`src/dpss_pkg.sv`:
```
// Shared types and constants for the drum pattern step sequencer.
package dpss_pkg;

  localparam int NUM_PATTERNS  = 16;
  localparam int STEPS_PER_BAR = 16;
  localparam int MAX_BARS      = 4;
  localparam int SONG_SLOTS    = 32;
  localparam int STORE_DEPTH   = 64;
  localparam int HIT_MAX       = 64;

  localparam int PAT_W   = $clog2(NUM_PATTERNS);
  localparam int SLOT_W  = $clog2(SONG_SLOTS);
  localparam int SIDX_W  = $clog2(STORE_DEPTH);
  localparam int CNT_W   = SIDX_W + 1;
  localparam int HIDX_W  = $clog2(HIT_MAX);
  localparam int HCNT_W  = HIDX_W + 1;
  localparam int ADDR_W  = PAT_W + SIDX_W;

  localparam logic [23:0] SPS_MIN   = 24'd256;
  localparam logic [23:0] SPS_RESET = 24'd352800;

  typedef enum logic [3:0] {
    OP_ADD_STEP    = 4'd0,
    OP_CLEAR       = 4'd1,
    OP_SET_BARS    = 4'd2,
    OP_SELECT      = 4'd3,
    OP_SET_SLOT    = 4'd4,
    OP_START_PAT   = 4'd5,
    OP_START_SONG  = 4'd6,
    OP_STOP        = 4'd7,
    OP_ADVANCE     = 4'd8
  } op_t;

  typedef enum logic [3:0] {
    ST_IDLE,
    ST_EXEC,
    ST_CHECK,
    ST_RD,
    ST_CMP,
    ST_STEP_END,
    ST_EMIT_RD,
    ST_EMIT_OUT,
    ST_STATUS
  } state_t;

  typedef struct packed {
    logic accept;
    logic exec;
    logic scan_init;
    logic rd;
    logic cmp;
    logic step_end;
    logic emit_rd;
    logic emit_out;
    logic status_out;
  } cmd_t;

  typedef struct packed {
    logic is_advance;
    logic adv_skip;
    logic cd_le0;
    logic cnt_zero;
    logic scan_last;
    logic n_zero;
    logic emit_last;
  } sts_t;

  function automatic logic [CNT_W-1:0] pat_len(input logic [2:0] bars);
    pat_len = CNT_W'(int'(bars) * STEPS_PER_BAR);
  endfunction

endpackage

```
`src/dpss_ctrl.sv`:
```
// Controller state machine of the drum pattern step sequencer.
module dpss_ctrl (
  input  logic          clk,
  input  logic          rst_n,
  input  logic          start,
  output logic          busy,
  input  dpss_pkg::sts_t sts,
  output dpss_pkg::cmd_t cmd
);
  import dpss_pkg::*;

  state_t state_r, state_nxt;

  always_ff @(posedge clk) begin
    if (!rst_n) begin
      state_r <= ST_IDLE;
    end else begin
      state_r <= state_nxt;
    end
  end

  always_comb begin
    state_nxt = state_r;
    unique case (state_r)
      ST_IDLE:     if (start) state_nxt = ST_EXEC;
      ST_EXEC:     state_nxt = (sts.is_advance && !sts.adv_skip) ? ST_CHECK : ST_STATUS;
      ST_CHECK: begin
        if (sts.cd_le0) begin
          state_nxt = sts.cnt_zero ? ST_STEP_END : ST_RD;
        end else begin
          state_nxt = sts.n_zero ? ST_STATUS : ST_EMIT_RD;
        end
      end
      ST_RD:       state_nxt = ST_CMP;
      ST_CMP:      state_nxt = sts.scan_last ? ST_STEP_END : ST_RD;
      ST_STEP_END: state_nxt = ST_CHECK;
      ST_EMIT_RD:  state_nxt = ST_EMIT_OUT;
      ST_EMIT_OUT: state_nxt = sts.emit_last ? ST_IDLE : ST_EMIT_RD;
      ST_STATUS:   state_nxt = ST_IDLE;
      default:     state_nxt = ST_IDLE;
    endcase
  end

  always_comb begin
    cmd            = '0;
    cmd.accept     = (state_r == ST_IDLE) && start;
    cmd.exec       = (state_r == ST_EXEC);
    cmd.scan_init  = (state_r == ST_CHECK);
    cmd.rd         = (state_r == ST_RD);
    cmd.cmp        = (state_r == ST_CMP);
    cmd.step_end   = (state_r == ST_STEP_END);
    cmd.emit_rd    = (state_r == ST_EMIT_RD);
    cmd.emit_out   = (state_r == ST_EMIT_OUT);
    cmd.status_out = (state_r == ST_STATUS);
  end

  assign busy = (state_r != ST_IDLE);

endmodule

```
`config.mk`:
```
export PLATFORM = sky130hd
export DESIGN_NAME = dpss_ctrl
export DESIGN_NICKNAME = d
export VERILOG_FILES = /design/src/dpss_pkg.sv /design/src/dpss_ctrl.sv
export SDC_FILE = /design/constraint.sdc
export NUM_CORES = 1
export LEC_CHECK = 0
export BUFFER_PORTS_ARGS = -buffer_cell sky130_fd_sc_hd__buf_2
export CAP_MARGIN = 40
export CORE_AREA = 5 5 42 44
export CTS_CLUSTER_DIAMETER = 30
export DETAILED_ROUTE_END_ITERATION = 10
export DIE_AREA = 0 0 47 49
export GPL_ROUTABILITY_DRIVEN = 0
export SYNTH_ARGS = -nofsm -noshare
export SYNTH_HDL_FRONTEND = slang
export SYNTH_SLANG_ARGS = --single-unit
```
`constraint.sdc`:
```
create_clock -name clk -period 3.7 [get_ports clk]
set_input_delay 0.185 -clock clk [delete_from_list [all_inputs] [get_ports clk]]
set_output_delay 0.185 -clock clk [all_outputs]
set_load 0.1 [all_outputs]
```
==> qor.yml <==
grt_overflow_total: 0
synthCells: 45
path_max_fanout: 12
top_regs: "state_r: 4 flops"
drtPass1Iterations: 3
grt_pass1_vias: 365
wl_per_cell_um: 11.4
post_cts_resize_count: 0
synth_cell_types: 26
synth_top_family_by_area: "simple AND/OR/NAND/NOR gates"
finalSetupViolCount: 0
vias: 381
p_total_mw: 0.189
antenna_found_initial: 0
dp_hpwl_um: 700
rsz0062_at_grt: "no"
synth_warnings: 0
core_um2: 1400
relSlewSlack_pct: 67.7
ant_nets: 0
crit_type: "reg -> out"
muxShareOfSynthArea_pct: 2.60
maxCapViolCount: 0
fin_tns_setup_ps: 0
clock-sinks: 4
drtIter0Drc: 1
ctsHoldBuffers: 0
fin_area_um2: 498
dieArea_um2: 2300
chipWidth_um: 47
slew_violations: 0
total_leakage_power_nw: 0.235
clockRootBuffer: "clkbuf_4"
fin_nets: 75
final_cell_mix: "19 x buf_2, 7 x nor2_1, 4 x dfxtp_1"
regMostFlops: "state_r"
place_ws_ps: 2060
num_antenna_cells: 0
synth.top_cell.area_share_pct: 20.8
cts_made_buffers: 3
synth_area_leader_cell: "dfxtp_1"
final_common_cell: "buf_2"
arrival_ps: 1710
p_per_area_nw_per_um2: 380
layout-drive-gt1-share_pct: 47.6
io_buffer_count: 19
avgSynthCellArea_um2: 8.56
hold_path_class: "in -> reg"
yosys.area_share.simple_pct: 40.6
cts_tree: "done"
synth-xor-area-share_pct: 0
critical_path_required_ps: 3510
fin_util_pct: 35.5
ys_seq_area_share_pct: 20.8
hold_viol: 0
die_h_um: 49
largest_reg_flops: 4
fin_crit_ps: 1900
totalWireLength_um: 897
grt_pass1_wl_um: 1570
clk_pin_slew_worst_paths_ps: 40
synth-adder-area-share_pct: 0
mappedNetlistNets: 55
synth_area_um2: 385
worst_pin_slew_ps: 488
start_util_pct: 27.5
timing.final.crit_share_pct: 51.3
status: "complete, no violations"
clock-skew-final_ps: 0.478
setup_ws_ps: 1800
grt.total_usage_pct: 9.15
endpoint_kind: "output port"
ys_top_cells_by_area: "dfxtp_1 21%, nor2_1 6.8%, nor4b_4 6.2%, nand3b_4 5.2%, a21oi_1 3.9%"
place_area_um2: 475
ys_ff_latch: 4
synth-compound-area-share_pct: 25.0
rows: 14
htreeDepth: 1
clock_latency_ps: 230
clockBufferDepth: 2
area_growth_pct: 29.2
post_drt_via_cell_ratio: 4.82
cts_setup_buffers: 0
grt_max_degree: 14
start_kind: "flip-flop"
ir_worst_vdd_v: 0.000199
post-route-drc-count: 0
pin_count: 20
max_freq_ghz: 0.527
==> logic make-up after synthesis <==
kind of cell    Yosys count
mux                       1
flops                     4
compound gates           12
simple gates             21
buf+inv                   7
==> Yosys cell counts (all sizes together) <==
cell / count
nand3b: 2
a211o: 1
mux2i: 1
a221oi: 1
or4: 1
a31o: 1
nor2: 7
a2111oi: 1
nand2: 2
o21ai: 2
a32oi: 1
inv: 3
nor4b: 3
nor3: 2
buf: 4
and3: 1
a21o: 2
nor3b: 1
a21oi: 3
dfxtp: 4
nand2b: 2
==> critical path, cell delays in order (launching register included) <==
cell and delay (ps):
dfxtp_1 600, nor4b_2 380, buf_2 490
==> report_power, final <==
group          total (mW)  internal (mW)  switching [mW]
combinational      0.0804         0.0216          0.0588
clock              0.0540         0.0363          0.0177
sequential         0.0546         0.0458         0.00883
total               0.189          0.104          0.0853
==> metal layers <==
| layer | global-route usage, % | routed length [um] | share of wire [%] |
|---|---|---|---|
| met2 | 12.2 | 390 | 43 |
| met1 | 12.3 | 430 | 48 |
| met3 | 2.95 | 57 | 6.4 |
| met5 | 0 | 0 | 0 |
| met4 | 5.53 | 18 | 2.0 |
==> final timing paths <==
path                                 from  slack (ps)  cells past startpoint                      end
setup / recovery  state_r[1]$_SDFFE_PN0P_        1800                      2                   cmd[6]
hold / removal                     sts[1]         240                      3  state_r[3]$_SDFFE_PN0P_
setup reg to reg  state_r[1]$_SDFFE_PN0P_        2350                      3  state_r[0]$_SDFFE_PN0P_
hold reg to reg   state_r[3]$_SDFFE_PN0P_         700                      1  state_r[0]$_SDFFE_PN0P_
==> through the flow <==
step	std cells	hold slack (ps)
floorplan	45	343
detailed placement	76	491
global route	79	248
global placement	76	491
CTS	79	242
finish	79	241
==> layout make-up <==
type / count / area, um2
Clock buffer: 3 / 22.5
Sequential cell: 4 / 80.1
Inverter: 3 / 11.3
Tap cell: 16 / 20.0
Multi-Input combinational cell: 34 / 269
Fill cell: 165 / 903
Timing Repair Buffer: 19 / 95.1
No activity file was read; power rests on OpenSTA's default activity.
